<file path="src/rtl/otp_pkg.sv">
package otp_pkg;

    // Most expiry results one update may produce.
    localparam int unsigned MAX_EXPIRE = 8;
    localparam int unsigned CNT_W      = $clog2(MAX_EXPIRE + 1);

    // Result kinds.
    localparam logic [1:0] KIND_SET_OK  = 2'd0;
    localparam logic [1:0] KIND_FULL    = 2'd1;
    localparam logic [1:0] KIND_EXPIRED = 2'd2;

    // Item modes.
    localparam logic MODE_SET    = 1'b0;
    localparam logic MODE_UPDATE = 1'b1;

    typedef struct packed {
        logic        mode;
        logic [31:0] now_seconds;
        logic [31:0] timeout;
        logic [7:0]  tag;
    } otp_in_t;

    typedef struct packed {
        logic [1:0] kind;
        logic [2:0] slot;
        logic [7:0] expired_tag;
        logic       last;
    } otp_out_t;

    // One stored timer (active bit lives in flops).
    typedef struct packed {
        logic [31:0] start;
        logic [31:0] timeout;
        logic [7:0]  tag;
    } otp_entry_t;

    // Controller -> datapath.
    typedef struct packed {
        logic load;
        logic idx_inc;
        logic ram_rd;
        logic claim;
        logic refuse;
        logic expire;
        logic flush;
    } otp_cmd_t;

    // Datapath -> controller.
    typedef struct packed {
        logic mode;
        logic active_at;
        logic idx_last;
        logic due;
        logic out_free;
        logic pend_valid;
        logic count_full;
    } otp_sts_t;

endpackage

</file>
<file path="src/rtl/otp_ram.sv">
module otp_ram #(
    parameter int unsigned WIDTH = 72,
    parameter int unsigned DEPTH = 8
) (
    input  logic                                   aclk,
    input  logic                                   we,
    input  logic [(DEPTH > 1 ? $clog2(DEPTH) : 1)-1:0] waddr,
    input  logic [WIDTH-1:0]                       wdata,
    input  logic                                   re,
    input  logic [(DEPTH > 1 ? $clog2(DEPTH) : 1)-1:0] raddr,
    output logic [WIDTH-1:0]                       rdata
);

    logic [WIDTH-1:0] mem [DEPTH];
    logic [WIDTH-1:0] rdata_reg;

    always_ff @(posedge aclk) begin
        if (we) begin
            mem[waddr] <= wdata;
        end
        if (re) begin
            rdata_reg <= mem[raddr];
        end
    end

    assign rdata = rdata_reg;

endmodule

</file>
<file path="src/rtl/otp_ctrl.sv">
module otp_ctrl (
    input  logic               aclk,
    input  logic               aresetn,
    input  logic               s_valid,
    output logic               s_ready,
    input  otp_pkg::otp_sts_t  sts,
    output otp_pkg::otp_cmd_t  cmd
);

    typedef enum logic [4:0] {
        ST_IDLE  = 5'b00001,
        ST_SET   = 5'b00010,
        ST_SCAN  = 5'b00100,
        ST_CHECK = 5'b01000,
        ST_FLUSH = 5'b10000
    } state_t;

    state_t state_reg;
    state_t state_next;

    assign s_ready = (state_reg == ST_IDLE);

    always_comb begin
        state_next = state_reg;
        cmd        = '0;
        unique case (state_reg)
            ST_IDLE: begin
                if (s_valid) begin
                    cmd.load   = 1'b1;
                    state_next = ST_IDLE;
                end
                if (s_valid) begin
                    state_next = ST_SET;
                end
            end
            ST_SET: begin
                // walk active bits for the lowest free slot
                if (!sts.active_at) begin
                    if (sts.out_free) begin
                        cmd.claim  = 1'b1;
                        state_next = ST_IDLE;
                    end
                end else if (sts.idx_last) begin
                    if (sts.out_free) begin
                        cmd.refuse = 1'b1;
                        state_next = ST_IDLE;
                    end
                end else begin
                    cmd.idx_inc = 1'b1;
                end
            end
            ST_SCAN: begin
                priority if (sts.count_full) begin
                    state_next = ST_FLUSH;
                end else if (sts.active_at) begin
                    cmd.ram_rd = 1'b1;
                    state_next = ST_CHECK;
                end else if (sts.idx_last) begin
                    state_next = ST_FLUSH;
                end else begin
                    cmd.idx_inc = 1'b1;
                end
            end
            ST_CHECK: begin
                if (sts.due && sts.pend_valid && !sts.out_free) begin
                    state_next = ST_CHECK;
                end else begin
                    cmd.expire = sts.due;
                    if (sts.idx_last) begin
                        state_next = ST_FLUSH;
                    end else begin
                        cmd.idx_inc = 1'b1;
                        state_next  = ST_SCAN;
                    end
                end
            end
            ST_FLUSH: begin
                if (!sts.pend_valid) begin
                    state_next = ST_IDLE;
                end else if (sts.out_free) begin
                    cmd.flush  = 1'b1;
                    state_next = ST_IDLE;
                end
            end
            default: begin
                state_next = ST_IDLE;
            end
        endcase
        // mode picks the branch once the request is taken
        if (cmd.load && sts.mode == otp_pkg::MODE_UPDATE) begin
            state_next = ST_SCAN;
        end
    end

    always_ff @(posedge aclk) begin
        if (!aresetn) begin
            state_reg <= ST_IDLE;
        end else begin
            state_reg <= state_next;
        end
    end

    // at most one action that loads the result register per cycle
    assert property (@(posedge aclk) disable iff (!aresetn)
        $countones({cmd.claim, cmd.refuse, cmd.expire, cmd.flush}) <= 1)
        else $error("conflicting result commands");

    // a new request is taken only from idle
    assert property (@(posedge aclk) disable iff (!aresetn)
        cmd.load |-> state_reg == ST_IDLE)
        else $error("load outside idle");

    // a check always follows a slot read
    assert property (@(posedge aclk) disable iff (!aresetn)
        cmd.ram_rd |=> state_reg == ST_CHECK)
        else $error("read not followed by check");

endmodule

</file>
<file path="src/rtl/otp_dpath.sv">
module otp_dpath #(
    parameter int unsigned SLOTS = 8
) (
    input  logic               aclk,
    input  logic               aresetn,
    input  otp_pkg::otp_in_t   s_data,
    input  logic               m_ready,
    output logic               m_valid,
    output otp_pkg::otp_out_t  m_data,
    input  otp_pkg::otp_cmd_t  cmd,
    output otp_pkg::otp_sts_t  sts
);

    localparam int unsigned IDX_W = (SLOTS > 1) ? $clog2(SLOTS) : 1;
    localparam int unsigned ENT_W = $bits(otp_pkg::otp_entry_t);

    logic [SLOTS-1:0]            active_reg, active_next;
    otp_pkg::otp_in_t            req_reg, req_next;
    logic [IDX_W-1:0]            idx_reg, idx_next;
    logic [otp_pkg::CNT_W-1:0]   count_reg, count_next;
    logic                        pend_valid_reg, pend_valid_next;
    logic [2:0]                  pend_slot_reg, pend_slot_next;
    logic [7:0]                  pend_tag_reg, pend_tag_next;
    logic                        m_valid_reg, m_valid_next;
    otp_pkg::otp_out_t           m_data_reg, m_data_next;

    otp_pkg::otp_entry_t         wr_entry;
    otp_pkg::otp_entry_t         rd_entry;
    logic [ENT_W-1:0]            rd_bits;
    logic [32:0]                 deadline;
    logic [IDX_W+2:0]            idx_ext;
    logic [2:0]                  slot_num;
    logic                        out_free;

    assign wr_entry = '{start: req_reg.now_seconds, timeout: req_reg.timeout, tag: req_reg.tag};

    otp_ram #(
        .WIDTH (ENT_W),
        .DEPTH (SLOTS)
    ) u_ram (
        .aclk  (aclk),
        .we    (cmd.claim),
        .waddr (idx_reg),
        .wdata (wr_entry),
        .re    (cmd.ram_rd),
        .raddr (idx_reg),
        .rdata (rd_bits)
    );

    assign rd_entry = otp_pkg::otp_entry_t'(rd_bits);
    // 33-bit deadline, no wrap
    assign deadline = {1'b0, rd_entry.start} + {1'b0, rd_entry.timeout};
    assign idx_ext  = (IDX_W + 3)'(idx_reg);
    assign slot_num = idx_ext[2:0];
    assign out_free = !m_valid_reg || m_ready;

    assign sts.mode       = s_data.mode;
    assign sts.active_at  = active_reg[idx_reg];
    assign sts.idx_last   = (idx_reg == IDX_W'(SLOTS - 1));
    assign sts.due        = (deadline < {1'b0, req_reg.now_seconds});
    assign sts.out_free   = out_free;
    assign sts.pend_valid = pend_valid_reg;
    assign sts.count_full = (count_reg == otp_pkg::CNT_W'(otp_pkg::MAX_EXPIRE));

    always_comb begin
        active_next     = active_reg;
        req_next        = req_reg;
        idx_next        = idx_reg;
        count_next      = count_reg;
        pend_valid_next = pend_valid_reg;
        pend_slot_next  = pend_slot_reg;
        pend_tag_next   = pend_tag_reg;
        m_valid_next    = m_valid_reg && !m_ready;
        m_data_next     = m_data_reg;

        if (cmd.load) begin
            req_next        = s_data;
            idx_next        = '0;
            count_next      = '0;
            pend_valid_next = 1'b0;
        end
        if (cmd.idx_inc) begin
            idx_next = idx_reg + IDX_W'(1);
        end
        if (cmd.claim) begin
            active_next[idx_reg] = 1'b1;
            m_valid_next = 1'b1;
            m_data_next  = '{kind: otp_pkg::KIND_SET_OK, slot: slot_num,
                             expired_tag: req_reg.tag, last: 1'b1};
        end
        if (cmd.refuse) begin
            m_valid_next = 1'b1;
            m_data_next  = '{kind: otp_pkg::KIND_FULL, slot: 3'd0,
                             expired_tag: req_reg.tag, last: 1'b1};
        end
        if (cmd.expire) begin
            // previous hit goes out, this one waits: only the final one is last
            if (pend_valid_reg) begin
                m_valid_next = 1'b1;
                m_data_next  = '{kind: otp_pkg::KIND_EXPIRED, slot: pend_slot_reg,
                                 expired_tag: pend_tag_reg, last: 1'b0};
            end
            active_next[idx_reg] = 1'b0;
            pend_valid_next      = 1'b1;
            pend_slot_next       = slot_num;
            pend_tag_next        = rd_entry.tag;
            count_next           = count_reg + otp_pkg::CNT_W'(1);
        end
        if (cmd.flush) begin
            m_valid_next    = 1'b1;
            m_data_next     = '{kind: otp_pkg::KIND_EXPIRED, slot: pend_slot_reg,
                                expired_tag: pend_tag_reg, last: 1'b1};
            pend_valid_next = 1'b0;
        end
    end

    always_ff @(posedge aclk) begin
        if (!aresetn) begin
            active_reg     <= '0;
            count_reg      <= '0;
            pend_valid_reg <= 1'b0;
            m_valid_reg    <= 1'b0;
        end else begin
            active_reg     <= active_next;
            count_reg      <= count_next;
            pend_valid_reg <= pend_valid_next;
            m_valid_reg    <= m_valid_next;
        end
    end

    always_ff @(posedge aclk) begin
        req_reg       <= req_next;
        idx_reg       <= idx_next;
        pend_slot_reg <= pend_slot_next;
        pend_tag_reg  <= pend_tag_next;
        m_data_reg    <= m_data_next;
    end

    assign m_valid = m_valid_reg;
    assign m_data  = m_data_reg;

    assert property (@(posedge aclk) disable iff (!aresetn)
        cmd.claim |-> !active_reg[idx_reg])
        else $error("claim of a busy slot");

    assert property (@(posedge aclk) disable iff (!aresetn)
        cmd.expire |-> active_reg[idx_reg])
        else $error("expiry of an idle slot");

    assert property (@(posedge aclk) disable iff (!aresetn)
        (cmd.claim || cmd.refuse || cmd.flush || (cmd.expire && pend_valid_reg))
        |-> out_free)
        else $error("result register overwritten");

    assert property (@(posedge aclk) disable iff (!aresetn)
        count_reg <= otp_pkg::CNT_W'(otp_pkg::MAX_EXPIRE) || cmd.load)
        else $error("expiry count overrun");

endmodule

</file>
<file path="src/rtl/one_shot_timer_pool.sv">
// A set request walks the active bits for the lowest free slot, one active bit per cycle;
// a busy result channel stalls the answer. An update steps over each idle slot, reads each
// active slot from the RAM, then compares its deadline, and ends in a closing state that emits
// the held-back final expiry, if any; a busy result channel can stall the compare and the close.
// It stops early after 8 expiries. One request is handled at a time. Reset (aresetn low, sync)
// clears active bits, expiry count, held-back expiry flag, output valid and state, not the RAM.
module one_shot_timer_pool #(
    parameter int unsigned SLOTS = 8
) (
    input  logic               aclk,
    input  logic               aresetn,
    input  logic               s_valid,
    output logic               s_ready,
    input  otp_pkg::otp_in_t   s_data,
    output logic               m_valid,
    input  logic               m_ready,
    output otp_pkg::otp_out_t  m_data
);

    // Controller sequences one request: a set walks the active bits for the
    // lowest free slot; an update walks the slots, reads start/timeout/tag of each
    // active slot from the slot RAM and compares the 33-bit deadline with the time.
    otp_pkg::otp_cmd_t cmd;
    otp_pkg::otp_sts_t sts;

    otp_ctrl u_ctrl (
        .aclk    (aclk),
        .aresetn (aresetn),
        .s_valid (s_valid),
        .s_ready (s_ready),
        .sts     (sts),
        .cmd     (cmd)
    );

    // Datapath holds the request, slot index, active bits, slot RAM, one
    // held-back expiry (so the final one can be marked last) and the
    // output register, which decouples the result channel from the walk.
    otp_dpath #(
        .SLOTS (SLOTS)
    ) u_dpath (
        .aclk    (aclk),
        .aresetn (aresetn),
        .s_data  (s_data),
        .m_ready (m_ready),
        .m_valid (m_valid),
        .m_data  (m_data),
        .cmd     (cmd),
        .sts     (sts)
    );

endmodule

</file>
<file path="config.mk">
export PLATFORM = sky130hd
export DESIGN_NAME = one_shot_timer_pool
export DESIGN_NICKNAME = d
export VERILOG_FILES = /design/src/rtl/otp_pkg.sv /design/src/rtl/otp_ram.sv /design/src/rtl/otp_ctrl.sv /design/src/rtl/otp_dpath.sv /design/src/rtl/one_shot_timer_pool.sv
export SDC_FILE = /design/constraint.sdc
export NUM_CORES = 1
export LEC_CHECK = 0
export ABC_AREA = 1
export BUFFER_PORTS_ARGS = -buffer_cell sky130_fd_sc_hd__buf_2
export CORE_MARGIN = 5
export CORE_UTILIZATION = 30
export DETAILED_ROUTE_END_ITERATION = 10
export PLACE_DENSITY_LB_ADDON = 0.05
export SETUP_SLACK_MARGIN = 0.5
export SKIP_LAST_GASP = 1
export SLEW_MARGIN = 20
export SYNTH_ARGS = -nofsm -noshare
export SYNTH_HDL_FRONTEND = slang
export SYNTH_SLANG_ARGS = --single-unit
</file>
<file path="constraint.sdc">
create_clock -name aclk -period 10.5 [get_ports aclk]
set_input_delay 1.05 -clock aclk [delete_from_list [all_inputs] [get_ports aclk]]
set_output_delay 1.05 -clock aclk [all_outputs]
set_load 0.005 [all_outputs]
</file>
## Yosys cells after proc, flatten, opt, wreduce, memory -nomap -nowiden

Memories as Yosys holds them, arrays and structs flattened. A register that Yosys moved wholly into a read port is not among the register bits.
Index checks and enable logic that the tools add are counted.

| operators by class | value |
|---|---|
| add/sub/neg operators | 3 |
| $mul | 0 |
| div/mod/pow operators | 0 |
| order comparisons | 3 |
| equality and inequality tests | 13 |
| shift-type cells | 0 |
| multiplexer cells | 55 |
| bitwise gates (word level) | 4 |
| reduce and logical (&&, ||, !) cells | 15 |

Operators with widths:

| operator | count |
|---|---|
| 2-to-1 mux 14 bit | 4 |
| 2-to-1 mux 5 bit | 10 |
| adder 32 x 32 -> 33 bit | 1 |
| less-than comparator 33 x 32 -> 1 bit | 1 |
| 2-to-1 mux 1 bit | 27 |
| case mux 5 bit (5 select lines) | 1 |
| 2-to-1 mux 8 bit | 2 |
| 2-to-1 mux 12 bit | 1 |
| 2-to-1 mux 3 bit | 3 |
| AND 8 bit | 1 |
| 2-to-1 mux 4 bit | 2 |
| NOT 8 bit | 1 |
| bitwise OR 8 bit | 1 |
| AND reduction 3 bit | 2 |
| == test 5 x 1 -> 1 bit (second input constant) | 1 |
| == test 5 x 2 -> 1 bit (second input constant) | 1 |
| == test 5 x 3 -> 1 bit (second input constant) | 1 |
| == test 5 x 4 -> 1 bit (second input constant) | 1 |
| == test 5 bit (second input constant) | 1 |
| logical AND 1 bit | 5 |
| inequality test 5 x 3 -> 1 bit (second input constant) | 1 |
| adder 4 x 1 -> 4 bit (second input constant) | 1 |
| == test 4 bit (second input constant) | 1 |
| less-than comparator 3 x 4 -> 1 bit (second input constant) | 1 |
| other kinds (17) | 22 |

| word-level totals | value |
|---|---|
| flip-flop bits (word level) | 119 |
| bits in latches | 0 |
| bits in writable memories | 576 |
| memory bits (read-only) | 0 |
| bits of input ports | 77 |
| output and inout port bits | 16 |
| logic and storage cells | 110 |
| memories | 1 |

Memories:

| name | depth | width | rd ports | clocked after memory_dff | wr ports | RTL line | text |
|---|---|---|---|---|---|---|---|
| u_dpath.u_ram.mem | 8 | 72 | 1 | 1 | 1 | otp_ram.sv:14 | `logic [WIDTH-1:0] mem [DEPTH];` |

## Depth between registers and ports, before layout

| depth | value |
|---|---|
| depth in word-level cells | 11 |
| depth in mapped cells | 27 |
| gate-level depth less buffers | 26 |

## Hierarchy

Synthesis repeated with hierarchy kept, for this count alone.

| second synthesis, totals | value |
|---|---|
| cell total of the unflattened synthesis | 3,398 |
| area, all modules | 34,433.0 um^2 |

By module, submodules not included:

| module | times used | cells each | area each (um^2) | seq. area each (um^2) |
|---|---|---|---|---|
| otp_ram | 1 | 2,577 | 27,286.2 | 19,458.7 |
| otp_dpath | 1 | 747 | 6,701.4 | 3,143.0 |
| otp_ctrl | 1 | 74 | 445.4 | 100.1 |

## Least setup slack after synthesis

OpenSTA, ideal clock, no wires.

| path | value |
|---|---|
| kind | input-to-reg |
| start point | input port m_ready |
| end point | register u_dpath.active_reg[1] |
| setup time | 0.090 ns |
| arrival time | 7.028 ns |
| data required time | 10.410 ns |
| setup slack | 3.382 ns |
| stages on the path | 8 |
| path buffers | 0 |
| cells stage by stage | nor2_1 > inv_1 > nand2_1 > nor2_4 > inv_2 > nor3_1 > o21ai_0 > a21oi_1 |

| on the way | value |
|---|---|
| longest elaborated chain between the ends | 7 |
| elaborated cells on any way between the ends | 11 |
| those cells by class | mux: 7; bitwise: 1; reduce/logical: 3 |

RTL lines:

| what | RTL line | text |
|---|---|---|
| start: declaration | one_shot_timer_pool.sv:16 | `input logic m_ready,` |
| logical OR 1 bit * | otp_dpath.sv:55 | `assign out_free = !m_valid_reg \|\| m_ready;` |
| 2-to-1 mux 1 bit | otp_ctrl.sv:39 | `if (sts.out_free) begin` |
| 2-to-1 mux 1 bit | otp_ctrl.sv:38 | `if (!sts.active_at) begin` |
| 2-to-1 mux 2 bit | otp_ctrl.sv:26 | `unique case (state_reg)` |
| 2-to-1 mux 8 bit | otp_dpath.sv:85 | `if (cmd.claim) begin` |
| AND 8 bit (no source line) | - |  |
| 2-to-1 mux 8 bit * | otp_dpath.sv:96 | `if (cmd.expire) begin` |
| end signal: assignment | otp_dpath.sv:124 | `active_reg <= active_next;` |
| end: declaration | otp_dpath.sv:17 | `logic [SLOTS-1:0] active_reg, active_next;` |

Every way passes the cells marked *; elsewhere a longest branch is shown, timed or not.
A chain may end at the register's enable or synchronous reset.

==> results.yml <==
outcome:
  status: "complete, no violations"
cts:
  postCtsSetupBuffers: 0
  clkTransAtPathRegs_ps: 60
  root_buffer: "clkbuf_16"
  cts-resized-gates: 0
  cts_sinks: 767
  cts_buffers: 89
  clk_latency_ps: 660
  max-clock-path-buffers: 3
  cts_hold_buf: 0
  cts_tree: "done"
  h-tree-depth: 3
drt:
  drtPass1Iterations: 5
  vias: 17037
  first_iter_violations: 976
  finalWirelength_mm: 85.8
  routedWlPerCell_um: 24.6
  drc: 0
  viasPerCell: 4.88
  antenna_left: 0
worst_setup_path:
  worst-setup-path-type: "reg2reg"
  required_ps: 10810
  start_kind: "register"
  crit_arrival_ps: 4760
  endpoint_kind: "register"
  crit_fanout: 19
floorplanning:
  die_y_um: 324
  fp-row-count: 115
  core_area_um2: 98300
  die_x_um: 324
  dieArea_um2: 105000
  ioPinCount: 93
  start_util: 0.302
pwr:
  max-vdd-ir-drop_mv: 0.124
  total_power_mw: 8.12
  powerDensity_nw_per_um2: 234
  leakage_nw: 11.9
global_routing:
  grt_pass1_vias: 17896
  grt_max_degree: 51
  grt.total_usage: 0.161
  grt-ovfl-total: 0
  antenna_found_initial: 0
  grt_first_pass_wirelength_mm: 126
sta:
  hold_viol: 0
  max_freq_mhz: 225
  holdWs_ps: 415
  rsz0062_at_grt: "no"
  period_minus_slack_ps: 4450
  worstMarginPinSlew_ps: 962
  max-slew-margin-rel: 0.359
  setup_viol: 0
  setup_tns_ps: 0
  period_share: 0.424
  finalMaxSlewViolations: 0
  fin_skew_ps: 21.8
placement:
  gp_congestion: 0.875
  dp_hpwl_mm: 49.1
  placed_cells: 3330
  io_buffers: 92
job:
  max_cap_viol_count: 0
hold_path:
  min_path_type: "reg2reg"
synth:
  netlist.top_cell.by_area: "edfxtp_1"
  synth_area_um2: 29600
  synth_top_cell_area_share: 0.743
  syn_nets: 2122
  avgSynthCellArea_um2: 15.0
  synth.distinct_cells: 50
  netlist_instances: 1977
  synth.area.top_cells: "edfxtp_1, nand2_1, ha_1"
  synth_seq_area_share: 0.766
  ys_warn_count: 0
  ys_ff_latch: 767
cells_and_area:
  diodes: 0
  final_cells: 3492
  layout-drive-gt1-share: 0.143
  fin_util: 0.353
  area_growth_syn_to_layout_pct: 16.9
  largest_reg_flops: 576
  final_nets: 2279
-- synth_stat cells (all sizes together) --
library cell,count
nor3b,1
nor2,78
ha,67
a221oi,50
a21oi,90
nand3,49
o211ai,3
nor3,12
o21bai,5
o21a,1
dfxtp,33
a31oi,2
nand2,347
buf,26
or2,1
a211oi,1
nand3b,2
a31o,3
and2,2
o21ai,40
xor2,15
xnor2,14
fa,1
clkbuf,36
inv,120
nor4b,1
edfxtp,734
a22o,53
nand4,73
nor4,3
a21o,9
a21boi,5
a22oi,100
-- power by group --
group	switching, mW	internal [mW]
logic	0.832	0.332
clock network	1.23	1.79
registers	0.208	3.74
-- placed cells by master, fill, tap and decap left out, drive strengths merged --
cell,netlist,routed
inv,120,122
nor3b,1,1
a221oi,50,50
nand2,347,347
o211ai,3,3
nand3,49,49
a211oi,1,1
fa,1,1
clkinv,0,35
a21boi,5,5
o21bai,5,5
clkinvlp,0,2
a31o,3,3
ha,67,67
o21ai,40,40
buf,26,128
nor3,12,12
a31oi,2,2
dfxtp,33,33
clkbuf,36,115
xnor2,14,14
nor2,78,78
nor4b,1,1
a21oi,90,90
a21o,9,9
and2,2,2
bufinv,0,8
nand3b,2,2
xor2,15,15
nor4,3,3
a22o,53,53
or2,1,1
a22oi,100,100
nand4,73,73
edfxtp,734,734
o21a,1,1
-- per-layer routing --
| layer | wire length [µm] | GRT usage | vias up |
|---|---|---|---|
| li1 | - | - | 7831 |
| met1 | 39200 | 0.219 | 8715 |
| met2 | 41400 | 0.272 | 359 |
| met3 | 3260 | 0.0239 | 132 |
| met4 | 2000 | 0.0434 | 0 |
| met5 | 0 | 0 | - |
-- logic make-up (layout without fill, tap and decap cells) --
logic type / count (synthesis) / count (layout) / synth area share
DFF: 767 / 767 / 0.766
adders and majority gates: 68 / 68 / 0.0289
xor gates and xnor gates: 29 / 29 / 0.00857
and+or+nand+nor: 569 / 569 / 0.0861
AOI/OAI and AO/OA: 362 / 362 / 0.0861
buffers and inverters: 182 / 410 / 0.0246
-- metrics by stage --
step / setup slack, ps / area [µm²]
floorplan: 3380 / 29600
global placement: 6070 / 31800
detailed placement: 6040 / 31800
CTS: 6030 / 34700
global route: 5590 / 34700
finish: 6050 / 34700
-- critical path: stages (launching register included) --
cell and delay (ps):
edfxtp_1 370, ha_1 360, a21oi_1 160, nand2_1 100, a21oi_1 440, o21bai_2 190, a21boi_0 330, o21ai_1 190
nand2_1 110, nand2_1 80, xor2_1 250, ha_1 280, nand2_1 100, o21ai_0 100, a21o_1 180, nand4_2 120
nand4_1 310, inv_2 430
-- path summary, 6_finish.rpt --
check / from / end / slack [ps] / depth (start not counted)
worst max register to register: u_dpath.u_ram.rdata[10] / u_dpath.pend_tag_reg[6] / 6050 / 17
worst min register to register: u_dpath.u_ram.rdata[4] / u_dpath.pend_tag_reg[4] / 410 / 0
worst min-delay path: u_dpath.u_ram.rdata[4] / u_dpath.pend_tag_reg[4] / 410 / 0
worst max-delay path: u_dpath.u_ram.rdata[10] / u_dpath.pend_tag_reg[6] / 6050 / 17
-- layout make-up --
type,count,area [µm²]
inverter,120,452
sequential,767,22700
tap,1287,1610
fill,9399,63600
timing repair buffer,128,731
clock buffer,115,2370
clock inverter,47,468
multi-input combinational,1028,6340
(Power assumes the default switching activity.)
